===== src/design/sffe_pkg.sv =====
// ----------------------------------------------------------------------------
// sffe_pkg
// Shared widths, reset values, register indexes and item types for the
// solenoid fringe field evaluator.
// ----------------------------------------------------------------------------
`default_nettype none

package sffe_pkg;

   localparam int POS_W    = 24;
   localparam int FIELD_W  = 30;
   localparam int CF_W     = 30;
   localparam int RSQ_W    = 40;
   localparam int LEN_W    = 23;
   localparam int XSQ_W    = 47;
   localparam int RR_W     = 48;
   localparam int ZLIM_W   = 25;
   localparam int T_W      = 26;
   localparam int Q_W      = 50;
   localparam int RATIO_W  = 32;
   localparam int S_W      = 62;
   localparam int ROOT_W   = 31;
   localparam int NORM_STEPS = 5;
   localparam int RATIO_LAT  = 2 + NORM_STEPS + ROOT_W + ROOT_W + 1;
   localparam int PADDR_W  = 5;
   localparam int PDATA_W  = 64;

   localparam logic [FIELD_W-1:0] FIELD_MAX = '1;

   localparam logic [CF_W-1:0]  CENTER_FIELD_RST  = CF_W'(8000000);
   localparam logic [RSQ_W-1:0] RADIUS_SQ_RST     = RSQ_W'(900000000);
   localparam logic [LEN_W-1:0] COIL_LENGTH_RST   = LEN_W'(250000);
   localparam logic [LEN_W-1:0] FRINGE_LENGTH_RST = LEN_W'(50000);

   typedef enum logic [1:0] {
      REG_CENTER_FIELD,
      REG_RADIUS_SQ,
      REG_COIL_LENGTH,
      REG_FRINGE_LENGTH
   } reg_index_type;

   typedef struct packed {
      logic [CF_W-1:0]  center_field;
      logic [RSQ_W-1:0] radius_sq;
      logic [LEN_W-1:0] coil_length;
      logic [LEN_W-1:0] fringe_length;
   } cfg_type;

   typedef struct packed {
      logic                  in_region;
      logic signed [T_W-1:0] a2;
      logic signed [T_W-1:0] b2;
      logic [Q_W-1:0]        r4;
   } item_type;

endpackage

`default_nettype wire


===== src/design/sffe_front.sv =====
// ----------------------------------------------------------------------------
// sffe_front
// Input stage: takes a point, squares x and y, classifies it against the
// field region and forms the half-micrometre terms for the back end.
// ----------------------------------------------------------------------------
`default_nettype none

module sffe_front (
   input  logic                                clock,
   input  logic                                reset,
   input  logic                                req_valid,
   output logic                                req_stall,
   input  logic signed [sffe_pkg::POS_W-1:0]   req_pos_x,
   input  logic signed [sffe_pkg::POS_W-1:0]   req_pos_y,
   input  logic signed [sffe_pkg::POS_W-1:0]   req_pos_z,
   input  sffe_pkg::cfg_type                   cfg,
   input  logic                                full,
   output logic                                push,
   output sffe_pkg::item_type                  item
);

   localparam int POS_W  = sffe_pkg::POS_W;
   localparam int XSQ_W  = sffe_pkg::XSQ_W;
   localparam int RR_W   = sffe_pkg::RR_W;
   localparam int ZLIM_W = sffe_pkg::ZLIM_W;
   localparam int T_W    = sffe_pkg::T_W;
   localparam int Q_W    = sffe_pkg::Q_W;

   logic                     accept;
   logic                     valid_in;
   logic                     valid_ff;
   logic signed [2*POS_W-1:0] px;
   logic signed [2*POS_W-1:0] py;
   logic [XSQ_W-1:0]         xsq_ff;
   logic [XSQ_W-1:0]         ysq_ff;
   logic signed [POS_W-1:0]  z_ff;
   logic [RR_W-1:0]          rsq;
   logic signed [ZLIM_W-1:0] zx;
   logic [ZLIM_W-1:0]        az;
   logic [ZLIM_W-1:0]        zlim;
   logic signed [T_W-1:0]    z2;
   logic signed [T_W-1:0]    h2;

   always_comb begin
      req_stall = valid_ff && full;
      accept    = req_valid && !req_stall;
      push      = valid_ff && !full;
      valid_in  = accept ? 1'b1 : (push ? 1'b0 : valid_ff);
      px        = req_pos_x * req_pos_x;
      py        = req_pos_y * req_pos_y;
   end

   always_ff @(posedge clock) begin
      if (reset) begin
         valid_ff <= 1'b0;
      end else begin
         valid_ff <= valid_in;
      end
   end

   always_ff @(posedge clock) begin
      if (accept) begin
         xsq_ff <= px[XSQ_W-1:0];
         ysq_ff <= py[XSQ_W-1:0];
         z_ff   <= req_pos_z;
      end
   end

   always_comb begin
      rsq  = RR_W'(xsq_ff) + RR_W'(ysq_ff);
      zx   = ZLIM_W'(z_ff);
      az   = zx[ZLIM_W-1] ? ZLIM_W'(-zx) : ZLIM_W'(zx);
      zlim = {1'b0, cfg.coil_length, 1'b0} + ZLIM_W'(cfg.fringe_length);
      z2   = {z_ff[POS_W-1], z_ff, 1'b0};
      h2   = $signed(T_W'(cfg.coil_length));
      item.in_region = (az < zlim) && (rsq < RR_W'(cfg.radius_sq));
      item.a2        = z2 + h2;
      item.b2        = h2 - z2;
      item.r4        = Q_W'({rsq, 2'b00});
   end

endmodule

`default_nettype wire


===== config.mk =====
export PLATFORM = sky130hd
export DESIGN_NAME = sffe_front
export DESIGN_NICKNAME = d
export VERILOG_FILES = /design/src/design/sffe_pkg.sv /design/src/design/sffe_front.sv
export SDC_FILE = /design/constraint.sdc
export NUM_CORES = 2
export LEC_CHECK = 0
export BUFFER_PORTS_ARGS = -buffer_cell sky130_fd_sc_hd__buf_4
export CAP_MARGIN = 25
export CORE_ASPECT_RATIO = 1.1
export CORE_MARGIN = 2
export CORE_UTILIZATION = 48
export DETAILED_ROUTE_END_ITERATION = 8
export GPL_ROUTABILITY_DRIVEN = 0
export PLACE_DENSITY = 0.65
export SETUP_SLACK_MARGIN = 0.4
export SLEW_MARGIN = 20
export SYNTH_ARGS = -nofsm -noshare
export SYNTH_HDL_FRONTEND = slang
export SYNTH_SLANG_ARGS = --single-unit

===== constraint.sdc =====
create_clock -name clock -period 10.5 [get_ports clock]
set_input_delay 0.525 -clock clock [delete_from_list [all_inputs] [get_ports clock]]
set_output_delay 0.525 -clock clock [all_outputs]
set_load 0.03 [all_outputs]

==> flow_summary.ini <==
[run_status]
outcome = completed

[sta]
hold_slack_ns = 0.228
period_needed_ns = 7.93
hold_viol = 0
fin_crit_sh_pct = 75.5
fin_tns_setup_ns = 0
fin_skew_ns = 0.00776
fin_ws_ns = 2.57
setup_violations = 0
worstMarginPinSlew_ns = 0.988
max_freq_mhz = 126
relSlewSlack_pct = 34.1
rsz0062_at_grt = false
report.final.slew_viol_count = 0

[logic_synthesis]
synth_cells = 5141
synth_area_um2 = 48200
synth_common_cells = 1462 x inv_1, 1098 x fa_1, 458 x ha_1
syn_avg_cell_area_um2 = 9.38
synth_most_common_cell = inv_1
ys_async_sr_fraction_pct = 0
synth-seq-cells = 117
ys_warn_count = 0
synth_cell_types = 90
yosys.area.top_type = fa_1
synthFlopType = edfxtp_1
ys_seq_area_share_pct = 7.26
synth_top_area_share_pct = 45.6
synthTopCellsByArea = fa_1 46%, ha_1 12%, inv_1 11%, edfxtp_1 7.2%, nand2_1 3.4%
synth-edff-count = 116

[routing]
drt_iter0_markers = 1890
totalWireLength_um = 116000
ant_nets = 0
vias_per_cell = 5.18
vias = 34200
route.detailed.drc = 0
wl_per_cell_um = 17.6
drtPass1Iterations = 5

[global_route]
grt_usage_pct = 23.8
grt-ovfl-total = 0
grt_pass1_vias = 37800
grt_pass1_wl_um = 193000
grt_max_degree = 61
grt_antenna_before_repair = 3

[place]
dp_hpwl_um = 97400
io_buffers = 264
post-place-ws_ns = 2.18

[cells_and_area]
final_nets = 7044
multi_input_area_um2 = 38700
syn_to_final_growth_pct = 7.67
ff_latch_area_um2 = 3500
fillers = 9106
antenna_cells = 0
drive_above_1_share_pct = 6.48
utilization_pct = 52.3

[floorplanning]
die_w_um = 306
die_y_um = 336
start_util_pct = 48.6
die_area_um2 = 103000
io_pins = 297
fp.coreArea_um2 = 99300
rows = 121

[clock_network]
cts_resized = 0
cts-root-buf = clkbuf_16
clock-sinks = 117
hold_buffers = 0
cts_setup_buffers = 0
cts_tree = yes
cts_buffer_depth = 2
clk_pin_slew_ns = 0.06
cts_buffers = 17
worst_skew_pair.late_latency_ns = 0.46
htree_levels = 4

[job]
drv_cap = 0

[setup_path]
crit_arrival_ns = 8.12
crit_path_end_kind = flop
critPathMaxFanout = 26
worstSetupPathType = in2reg
cp.required_ns = 10.69
critPathLaunchType = input pin

[min_path]
hold_class = in2reg
worst paths after layout:
kind	start	to	slack [ns]	cells past startpoint
max	req_pos_y[2]	ysq_ff[43]$_DFFE_PP_	2.57	24
min	reset	valid_ff$_SDFFE_PP0P_	0.23	2
min reg2reg	valid_ff$_SDFFE_PP0P_	valid_ff$_SDFFE_PP0P_	0.66	3
max reg2reg	valid_ff$_SDFFE_PP0P_	ysq_ff[9]$_DFFE_PP_	8.14	4
kinds of logic (layout without fill, tap and decap cells):
family                   after synthesis  in the layout  synth area share, %
multiplexers                           4              4               0.0830
flip-flops                           117            117                 7.26
other                                  1              3              0.00777
AND/OR/NAND/NOR                     1065           1065                 10.7
XOR/XNOR                             229            229                 4.16
adder cells (fa/ha/maj)             1556           1556                 57.5
buffers and inverters               1597           1763                 12.5
AO/OA/AOI/OAI                        572            572                 7.88
layout make-up:
| class | count | share of cell area (%) |
|---|---|---|
| sequential | 117 | 6.75 |
| timing repair buffer | 268 | 3.87 |
| tap | 1291 | 3.11 |
| clock buffer | 17 | 0.819 |
| multi-input combinational | 3429 | 74.6 |
| inverter | 1463 | 10.6 |
| clock inverter | 15 | 0.294 |
state kept, by name, summed over array words and instances (netlist names):
signal,cells
ysq_ff,46
valid_ff,1
z_ff,24
xsq_ff,46
worst max-delay path, cell delays in order:
cell	delay (ns)
buf_4	0.33
nand2_1	0.20
fa_1	0.54
fa_1	0.52
fa_1	0.55
inv_1	0.06
fa_1	0.49
inv_1	0.05
fa_1	0.53
inv_1	0.05
fa_1	0.47
inv_1	0.05
fa_1	0.48
inv_1	0.05
ha_1	0.37
nand4_1	0.14
or2_2	0.31
a2111oi_0	0.84
o21a_1	0.25
o21ai_1	0.26
o21ai_0	0.50
nand3_1	0.18
a32oi_1	0.26
xor2_1	0.11
cells in the final DEF (no fill, tap or decap), types with 7 or more instances in the layout:
master        n
or3_1         8
o21ai_1      12
nor4_1        8
a211oi_1     11
o21bai_1     33
o211ai_1     11
xnor2_1     167
nand2b_1     28
and3_1       19
a211o_1       7
o31ai_1      14
or2_2         9
nor2_1      146
inv_1      1462
nor3_1       40
nand3_1      42
a21o_1       80
a21oi_1     167
buf_4       268
xor2_1       62
o21a_1       27
clkbuf_16    17
o21ai_0     106
a31oi_1      14
nor2b_1      53
and2_1      225
ha_1        458
nand2_1     440
fa_1       1098
a21boi_0      7
edfxtp_1    116
nand4_1      25
metal layers:
metal / global-route usage (%) / part of all wire [%] / vias to the layer above
li1: - / - / 15800
met1: 29.6 / 41 / 17400
met2: 43.5 / 52 / 855
met3: 2.77 / 4.6 / 177
met4: 6.80 / 2.8 / 0
met5: 0 / 0 / -
metrics by stage:
stage	instance area, um^2	cells
global route	51900	6600
floorplan	48200	5143
finish	51900	6600
detailed placement	51400	6568
CTS	51900	6600
global placement	51300	6567
Power is not shown: default switching activity piles up to over one toggle a cycle in this logic, so the estimate is an artifact.
