<file path="config.mk">
export PLATFORM = sky130hd
export DESIGN_NAME = sffe_queue
export DESIGN_NICKNAME = d
export VERILOG_FILES = /design/src/design/sffe_pkg.sv /design/src/design/sffe_queue.sv
export SDC_FILE = /design/constraint.sdc
export NUM_CORES = 1
export LEC_CHECK = 0
export ABC_AREA = 1
export BUFFER_PORTS_ARGS = -buffer_cell sky130_fd_sc_hd__buf_2
export CORE_ASPECT_RATIO = 1.1
export CORE_MARGIN = 2
export CORE_UTILIZATION = 40
export DETAILED_ROUTE_END_ITERATION = 16
export PLACE_DENSITY_LB_ADDON = 0.3
export SETUP_SLACK_MARGIN = 0.1
export SLEW_MARGIN = 20
export SYNTH_ARGS = -nofsm -noshare
export SYNTH_HDL_FRONTEND = slang
export SYNTH_SLANG_ARGS = --single-unit
</file>
<file path="constraint.sdc">
create_clock -name clock -period 7.5 [get_ports clock]
set_input_delay 0.75 -clock clock [delete_from_list [all_inputs] [get_ports clock]]
set_output_delay 0.75 -clock clock [all_outputs]
set_load 0.01 [all_outputs]
</file>
<file path="src/design/sffe_pkg.sv">
// ----------------------------------------------------------------------------
// sffe_pkg
// Shared widths, reset values, register indexes and item types for the
// solenoid fringe field evaluator.
// ----------------------------------------------------------------------------
`default_nettype none

package sffe_pkg;

   localparam int POS_W    = 24;
   localparam int FIELD_W  = 30;
   localparam int CF_W     = 30;
   localparam int RSQ_W    = 40;
   localparam int LEN_W    = 23;
   localparam int XSQ_W    = 47;
   localparam int RR_W     = 48;
   localparam int ZLIM_W   = 25;
   localparam int T_W      = 26;
   localparam int Q_W      = 50;
   localparam int RATIO_W  = 32;
   localparam int S_W      = 62;
   localparam int ROOT_W   = 31;
   localparam int NORM_STEPS = 5;
   localparam int RATIO_LAT  = 2 + NORM_STEPS + ROOT_W + ROOT_W + 1;
   localparam int PADDR_W  = 5;
   localparam int PDATA_W  = 64;

   localparam logic [FIELD_W-1:0] FIELD_MAX = '1;

   localparam logic [CF_W-1:0]  CENTER_FIELD_RST  = CF_W'(8000000);
   localparam logic [RSQ_W-1:0] RADIUS_SQ_RST     = RSQ_W'(900000000);
   localparam logic [LEN_W-1:0] COIL_LENGTH_RST   = LEN_W'(250000);
   localparam logic [LEN_W-1:0] FRINGE_LENGTH_RST = LEN_W'(50000);

   typedef enum logic [1:0] {
      REG_CENTER_FIELD,
      REG_RADIUS_SQ,
      REG_COIL_LENGTH,
      REG_FRINGE_LENGTH
   } reg_index_type;

   typedef struct packed {
      logic [CF_W-1:0]  center_field;
      logic [RSQ_W-1:0] radius_sq;
      logic [LEN_W-1:0] coil_length;
      logic [LEN_W-1:0] fringe_length;
   } cfg_type;

   typedef struct packed {
      logic                  in_region;
      logic signed [T_W-1:0] a2;
      logic signed [T_W-1:0] b2;
      logic [Q_W-1:0]        r4;
   } item_type;

endpackage

`default_nettype wire

</file>
<file path="src/design/sffe_queue.sv">
// ----------------------------------------------------------------------------
// sffe_queue
// Short FIFO between the front and back ends so each side can stall alone.
// ----------------------------------------------------------------------------
`default_nettype none

module sffe_queue #(
   parameter int DEPTH = 4
) (
   input  logic               clock,
   input  logic               reset,
   input  logic               push,
   input  sffe_pkg::item_type push_item,
   output logic               full,
   input  logic               pop,
   output sffe_pkg::item_type pop_item,
   output logic               empty
);

   localparam int PTR_W = $clog2(DEPTH);
   localparam int CNT_W = $clog2(DEPTH + 1);

   sffe_pkg::item_type entries_ff [0:DEPTH-1];
   logic [PTR_W-1:0] wr_ptr_ff;
   logic [PTR_W-1:0] wr_ptr_in;
   logic [PTR_W-1:0] rd_ptr_ff;
   logic [PTR_W-1:0] rd_ptr_in;
   logic [CNT_W-1:0] count_ff;
   logic [CNT_W-1:0] count_in;

   always_comb begin
      full      = (count_ff == CNT_W'(DEPTH));
      empty     = (count_ff == '0);
      pop_item  = entries_ff[rd_ptr_ff];
      wr_ptr_in = wr_ptr_ff;
      rd_ptr_in = rd_ptr_ff;
      if (push) begin
         wr_ptr_in = (wr_ptr_ff == PTR_W'(DEPTH - 1)) ? '0 : wr_ptr_ff + 1'b1;
      end
      if (pop) begin
         rd_ptr_in = (rd_ptr_ff == PTR_W'(DEPTH - 1)) ? '0 : rd_ptr_ff + 1'b1;
      end
      case ({push, pop})
         2'b10:   count_in = count_ff + 1'b1;
         2'b01:   count_in = count_ff - 1'b1;
         default: count_in = count_ff;
      endcase
   end

   always_ff @(posedge clock) begin
      if (reset) begin
         wr_ptr_ff <= '0;
         rd_ptr_ff <= '0;
         count_ff  <= '0;
      end else begin
         wr_ptr_ff <= wr_ptr_in;
         rd_ptr_ff <= rd_ptr_in;
         count_ff  <= count_in;
      end
   end

   always_ff @(posedge clock) begin
      if (push) begin
         entries_ff[wr_ptr_ff] <= push_item;
      end
   end

endmodule

`default_nettype wire

</file>
==> results of run 1 <==
[cell families (layout without fill, tap and decap cells)]
logic type | count (synthesis) | count (layout) | synth area share [%]
flip-flops | 421 | 421 | 80.06
AO/OA/AOI/OAI | 318 | 318 | 10.97
AND/OR/NAND/NOR | 225 | 225 | 5.443
buffers and inverters | 85 | 314 | 2.921
adder cells (fa/ha/maj) | 7 | 7 | 0.6065
other | 0 | 1 | 0
[final cells by class]
cell class                      instances  area (sq um)  area share, %
Sequential cell                       421         12560          68.32
Clock inverter                         25         162.7         0.8848
Inverter                               18         83.83         0.4560
Multi-Input combinational cell        550          2669          14.52
Timing Repair Buffer                  220          1124          6.112
Tap cell                              507         634.4          3.451
Clock buffer                           51          1149          6.248
Antenna cell                            1         2.502        0.01361
[through the flow]
step / area [sq um] / instances
finish: 18380 / 1793
CTS: 18380 / 1792
global placement: 17070 / 1716
detailed placement: 17070 / 1716
floorplan: 15680 / 1056
global route: 18380 / 1792
[synth_stat cells]
library cell  instances  area [sq um]
buf_6                14         157.7
buf_2                 8         40.04
ha_1                  6         75.07
o21ai_0             204          1021
o22ai_1             103         644.4
nand2_1               8         30.03
dfxtp_1               9         180.2
a21oi_1               5         25.02
nor2_1              211         792.0
nand4_1               1         6.260
edfxtp_1            412         12370
inv_6                 1         8.760
buf_4                 5         37.54
inv_1                17         63.81
o21ai_1               6         30.03
clkbuf_1             40         150.1
nor3_1                4         20.02
fa_1                  1         20.02
nand3_1               1         5.000
[flip-flops by register name, summed over array words and instances (netlist names), named ones only]
signal,cells
wr_ptr_ff,2
entries_ff,412
count_ff,3
rd_ptr_ff,2
[routing by layer]
layer | track usage [%] | vias up | part of all wire, %
met1 | 20.80 | 4512 | 43
met2 | 26.91 | 242 | 47
li1 | - | 4376 | -
met5 | 0 | - | 0.12
met4 | 6.054 | 6 | 2.6
met3 | 4.874 | 68 | 7.4
[where the power goes]
group | internal (mW) | total (mW) | leakage, nW | switching, mW
Sequential | 2.69 | 2.72 | 3.86 | 0.0320
Combinational | 0.150 | 0.464 | 1.87 | 0.314
Clock | 1.15 | 2.00 | 0.641 | 0.842
Total | 3.99 | 5.18 | 6.38 | 1.19
[worst max-delay path, cell delays in order, from the launching register on]
cell      delay [ns]
dfxtp_4         0.79
clkinv_2        0.81
buf_4           0.57
o21ai_0         0.19
o22ai_1         0.12
buf_2           0.16
[worst paths after layout]
| kind | start | to | slack (ns) |
|---|---|---|---|
| max | flip-flop | pop_item[71] | 3.40 |
| min | reset | wr_ptr_ff[0]$_SDFFE_PP0P_ | 0.40 |
| max reg2reg | wr_ptr_ff[0]$_SDFFE_PP0P_ | entries_ff[3][55]$_DFFE_PP_ | 5.03 |
| min reg2reg | wr_ptr_ff[1]$_SDFFE_PP0P_ | wr_ptr_ff[1]$_SDFFE_PP0P_ | 0.52 |
==> results.py, run 1 <==
metrics = {
    "worst_setup_path": {
        "crit_required_ns": 6.75,
        "worstSetupPathType": "reg -> out",
        "startpoint_type": "flip-flop",
        "critPathMaxFanout": 55,
        "endpoint_kind": "output pin",
        "rr_worst_depth": 4,
        "timing.critical_path.arrival_ns": 3.35,
    },
    "finish": {
        "area_growth_pct": 17.25,
        "nFillCells": 3417,
        "layout_commonest_cell": "edfxtp_1",
        "nNetsFinal": 1368,
        "drive_gt1_share_pct": 22.02,
        "utilization_pct": 47.27,
        "layout_common_cells": "412 x edfxtp_1, 211 x nor2_1, 211 x buf_2, 204 x o21ai_0, 103 x o22ai_1",
    },
    "cts": {
        "cts_max_level": 2,
        "cts.sink_count": 421,
        "cts.clk_slew.worst_paths_ns": 0.06,
        "clockBufferDepth": 3,
        "clk_latency_ns": 0.55,
        "cts_root_buffer": "clkbuf_16",
        "numCtsBuffers": 43,
        "post_cts_buffers": 0,
        "postCtsResizedCells": 0,
        "hold_buffers": 0,
        "cts_tree": "done",
    },
    "drt": {
        "routed_wl_microns": 33590,
        "routed_via_density": 5.133,
        "first_pass_iters": 4,
        "dr_total_vias": 9204,
        "wl_per_cell_microns": 18.74,
        "drc": 0,
        "postRouteAntennaNets": 0,
        "drt_iter0_drc": 602,
    },
    "timing": {
        "finalHoldViolCount": 0,
        "tightest_slew_ns": 0.9962,
        "post-route-period-util_pct": 54.71,
        "slew_viol_final": 0,
        "finalSetupTns_ns": 0,
        "max_slew_margin_pct": 33.59,
        "skew_ns": 0.007654,
        "fmax_mhz": 243.7,
        "fin_ws_ns": 3.397,
        "rsz0062_at_grt": "false",
        "setup_violations": 0,
        "fin_crit_ns": 4.104,
        "hold_ws_ns": 0.3973,
    },
    "synth": {
        "netlist-cell-type-count": 19,
        "syn_inst": 1056,
        "synth_warnings": 0,
        "yosys_register_bits": 421,
        "synth.cell_area_sq_mm": 0.01568,
        "ys_seq_area_share_pct": 80.06,
        "synth_nets": 1170,
        "avgSynthCellArea_sq_um": 14.85,
    },
    "global_routing": {
        "grt_pass1_vias": 9300,
        "grt_max_degree": 114,
        "grtUsageTotal_pct": 16.49,
        "overflow": 0,
        "grt_antenna_before_repair": 5,
        "grt_first_pass_wirelength_microns": 51180,
    },
    "placement": {
        "dp_hpwl_microns": 17900,
        "gp_congestion": 0.7043,
        "port-buffer-count": 211,
        "post-place-ws_ns": 3.946,
    },
    "floorplan": {
        "core_sq_mm": 0.03889,
        "ios": 212,
        "die_y_microns": 211.6,
        "start_util_pct": 40.31,
        "die-area_sq_mm": 0.04080,
        "die_w_microns": 192.8,
        "row_count": 76,
    },
    "power_and_ir_drop": {
        "cellLeakagePower_nw": 6.375,
        "p_total_mw": 5.182,
        "irDropWorstVdd_uv": 201.6,
        "power_density_mw_per_mm2": 281.9,
    },
    "worst_hold_path": {
        "min_path_type": "in -> reg",
        "hold_depth": 2,
    },
    "outcome": {
        "status": "finished clean",
    },
    "run": {
        "drv_cap": 0,
    },
}
Note: power is estimated with default switching activity, not from simulation.
==> run 2, diff against run 1 <==
- clock period: 7.5 -> 3.7 ns (I/O delays scaled with it)
==> run 2 against run 1 <==
Effect of this change: register-to-register slack got worse by 3.3 ns; clock power rose by 110%; critical path depth did not move; critical endpoint is now pop_item[65]; largest power group unchanged.
==> results.py, run 2 (synthesis gave the netlist of run 1 again) <==
metrics = {
    "finish": {
        "utilization_pct": 47.81,
        "layout.cells.non_filler": 1804,
        "layout_commonest_cell": "edfxtp_1",
        "largestRegisters": "entries_ff (412), count_ff (3)",
        "multi_input_area_sq_mm": 0.002669,
        "largest-register": "entries_ff",
        "area_growth_pct": 18.60,
        "nNetsFinal": 1377,
        "nFillCells": 3376,
        "drive_gt1_share_pct": 22.53,
        "largest_reg_flops": 412,
        "layout_common_cells": "412 x edfxtp_1, 211 x nor2_1, 211 x buf_2, 204 x o21ai_0, 103 x o22ai_1",
        "seq_area_sq_mm": 0.01256,
    },
    "power_and_ir_drop": {
        "cellLeakagePower_nw": 6.458,
        "clockPowerShare_pct": 38.9,
        "p_int_mw": 8.217,
        "p_switching_mw": 2.397,
        "power_density_mw_per_mm2": 570.8,
        "comb_power_share_pct": 9.4,
        "irDropWorstVdd_uv": 411.5,
        "seqPwrFrac_pct": 51.7,
        "netSwitchingFraction_pct": 22.59,
    },
    "timing": {
        "hold_ws_ns": 0.02051,
        "max_slew_margin_pct": 38.86,
        "setup_violations": 0,
        "rsz0062_at_grt": "false",
        "finalSetupTns_ns": 0,
        "fin_crit_ns": 2.717,
        "slew_viol_final": 0,
        "tightest_slew_ns": 0.9171,
        "post-route-period-util_pct": 73.43,
        "finalHoldViolCount": 0,
        "fmax_mhz": 368.1,
        "skew_ns": 0.01047,
    },
    "floorplan": {
        "core_sq_mm": 0.03889,
        "row_count": 76,
        "ios": 212,
        "die_y_microns": 211.6,
        "die_w_microns": 192.8,
        "start_util_pct": 40.31,
        "die-area_sq_mm": 0.04080,
    },
    "drt": {
        "drc": 0,
        "routed_via_density": 5.142,
        "top_layer_used": "met5",
        "routed_wl_microns": 33630,
        "dr_wl_met2_microns": 16210,
        "dr_total_vias": 9276,
        "met3_length_microns": 2272,
        "routedLengthMet1_microns": 14310,
        "wl_per_cell_microns": 18.64,
        "postRouteAntennaNets": 0,
        "first_pass_iters": 4,
        "drt_iter0_drc": 697,
    },
    "worst_setup_path": {
        "timing.critical_path.arrival_ns": 2.35,
        "worstSetupPathType": "reg -> out",
        "r2r_slack_ns": 1.75,
        "crit_required_ns": 3.33,
        "critPathMaxFanout": 104,
        "rr_startpoint": "wr_ptr_ff[0]$_SDFFE_PP0P_",
        "reg2reg_to": "entries_ff[3][43]$_DFFE_PP_",
        "endpoint_kind": "output pin",
        "startpoint_type": "flip-flop",
        "rr_worst_depth": 4,
    },
    "global_routing": {
        "overflow": 0,
        "grt_first_pass_wirelength_microns": 51380,
        "grtUsageTotal_pct": 16.45,
        "grt_max_degree": 207,
        "grt_antenna_before_repair": 7,
        "grt_pass1_vias": 9189,
    },
    "cts": {
        "cts.clk_slew.worst_paths_ns": 0.06,
        "cts_max_level": 2,
        "cts_root_buffer": "clkbuf_16",
        "clockBufferDepth": 3,
        "clk_latency_ns": 0.54,
        "cts.sink_count": 421,
        "cts_tree": "done",
        "numCtsBuffers": 43,
    },
    "placement": {
        "port-buffer-count": 211,
        "dp_hpwl_microns": 18090,
        "gp_congestion": 0.7352,
        "place_inst": 1724,
    },
    "outcome": {
        "status": "finished clean",
    },
    "worst_hold_path": {
        "min_path_type": "in -> reg",
        "hold_end": "wr_ptr_ff[0]$_SDFFE_PP0P_",
        "hold_start": "reset",
        "hold_depth": 2,
    },
    "run": {
        "drv_cap": 0,
    },
}
## run 2: cell types whose count changed in the layout (fill, tap and decap cells not counted), moves of 2 or more
cell | previous run | this run
inv_6 | 1 | 4
clkbuf_16 | 45 | 43
buf_12 | 0 | 9
clkinv_2 | 7 | 5
clkinv_1 | 15 | 4
bufinv_16 | 2 | 4
clkbuf_1 | 6 | 18
## run 2: how the worst max path moves through the flow
stage	endpoint	depth (start not counted)
after detailed placement	pop_item[71]	5
after global routing	pop_item[59]	5
after floorplan	entries_ff[3][0]$_DFFE_PP_	3
after CTS	pop_item[65]	5
final	pop_item[65]	5
after global placement	pop_item[73]	5
## run 2: timing repair
action | CTS | global route
setup buffers | 0 | 0
gates resized for setup | 0 | 0
hold buffers | 1 | 0
endpoints found under the hold margin | 3 | 0
setup endpoints to repair | 0 | 0
## run 2: stage by stage
step	power, mW	area, sq um	setup WS [ns]
final	10.61	18600	0.9831
after global routing	11.05	18600	0.8156
after CTS	10.75	18590	0.9249
after detailed placement	6.605	17240	1.523
after global placement	6.587	17240	1.540
after floorplan	6.158	15680	0.6643
## run 2: metal layers
layer	vias up	global-route usage [%]
li1	4401	-
met1	4552	21.48
met2	244	27.07
met3	67	4.277
met4	12	4.817
met5	-	0
## run 2: power by group through the flow
stage               sequential [mW]  clock, mW  combinational, mW
CTS                            5.49       4.24               1.02
detailed placement             5.59          0               1.01
finish                         5.49       4.13              0.995
floorplan                      5.60          0              0.557
global route                   5.51       4.43               1.11
global placement               5.59          0              0.998
## run 2: area by class of cell
type / instances / area share (%)
Sequential cell: 421 / 67.54
Multi-Input combinational cell: 550 / 14.35
Timing Repair Buffer: 229 / 7.025
Clock buffer: 61 / 6.150
Tap cell: 507 / 3.411
Clock inverter: 17 / 1.056
Inverter: 18 / 0.4508
Antenna cell: 1 / 0.01346
## run 2: critical path: stages (launching register included)
cell     delay [ns]
dfxtp_4        0.36
inv_6          0.54
buf_4          0.40
o21ai_0        0.13
o22ai_1        0.14
buf_2          0.17
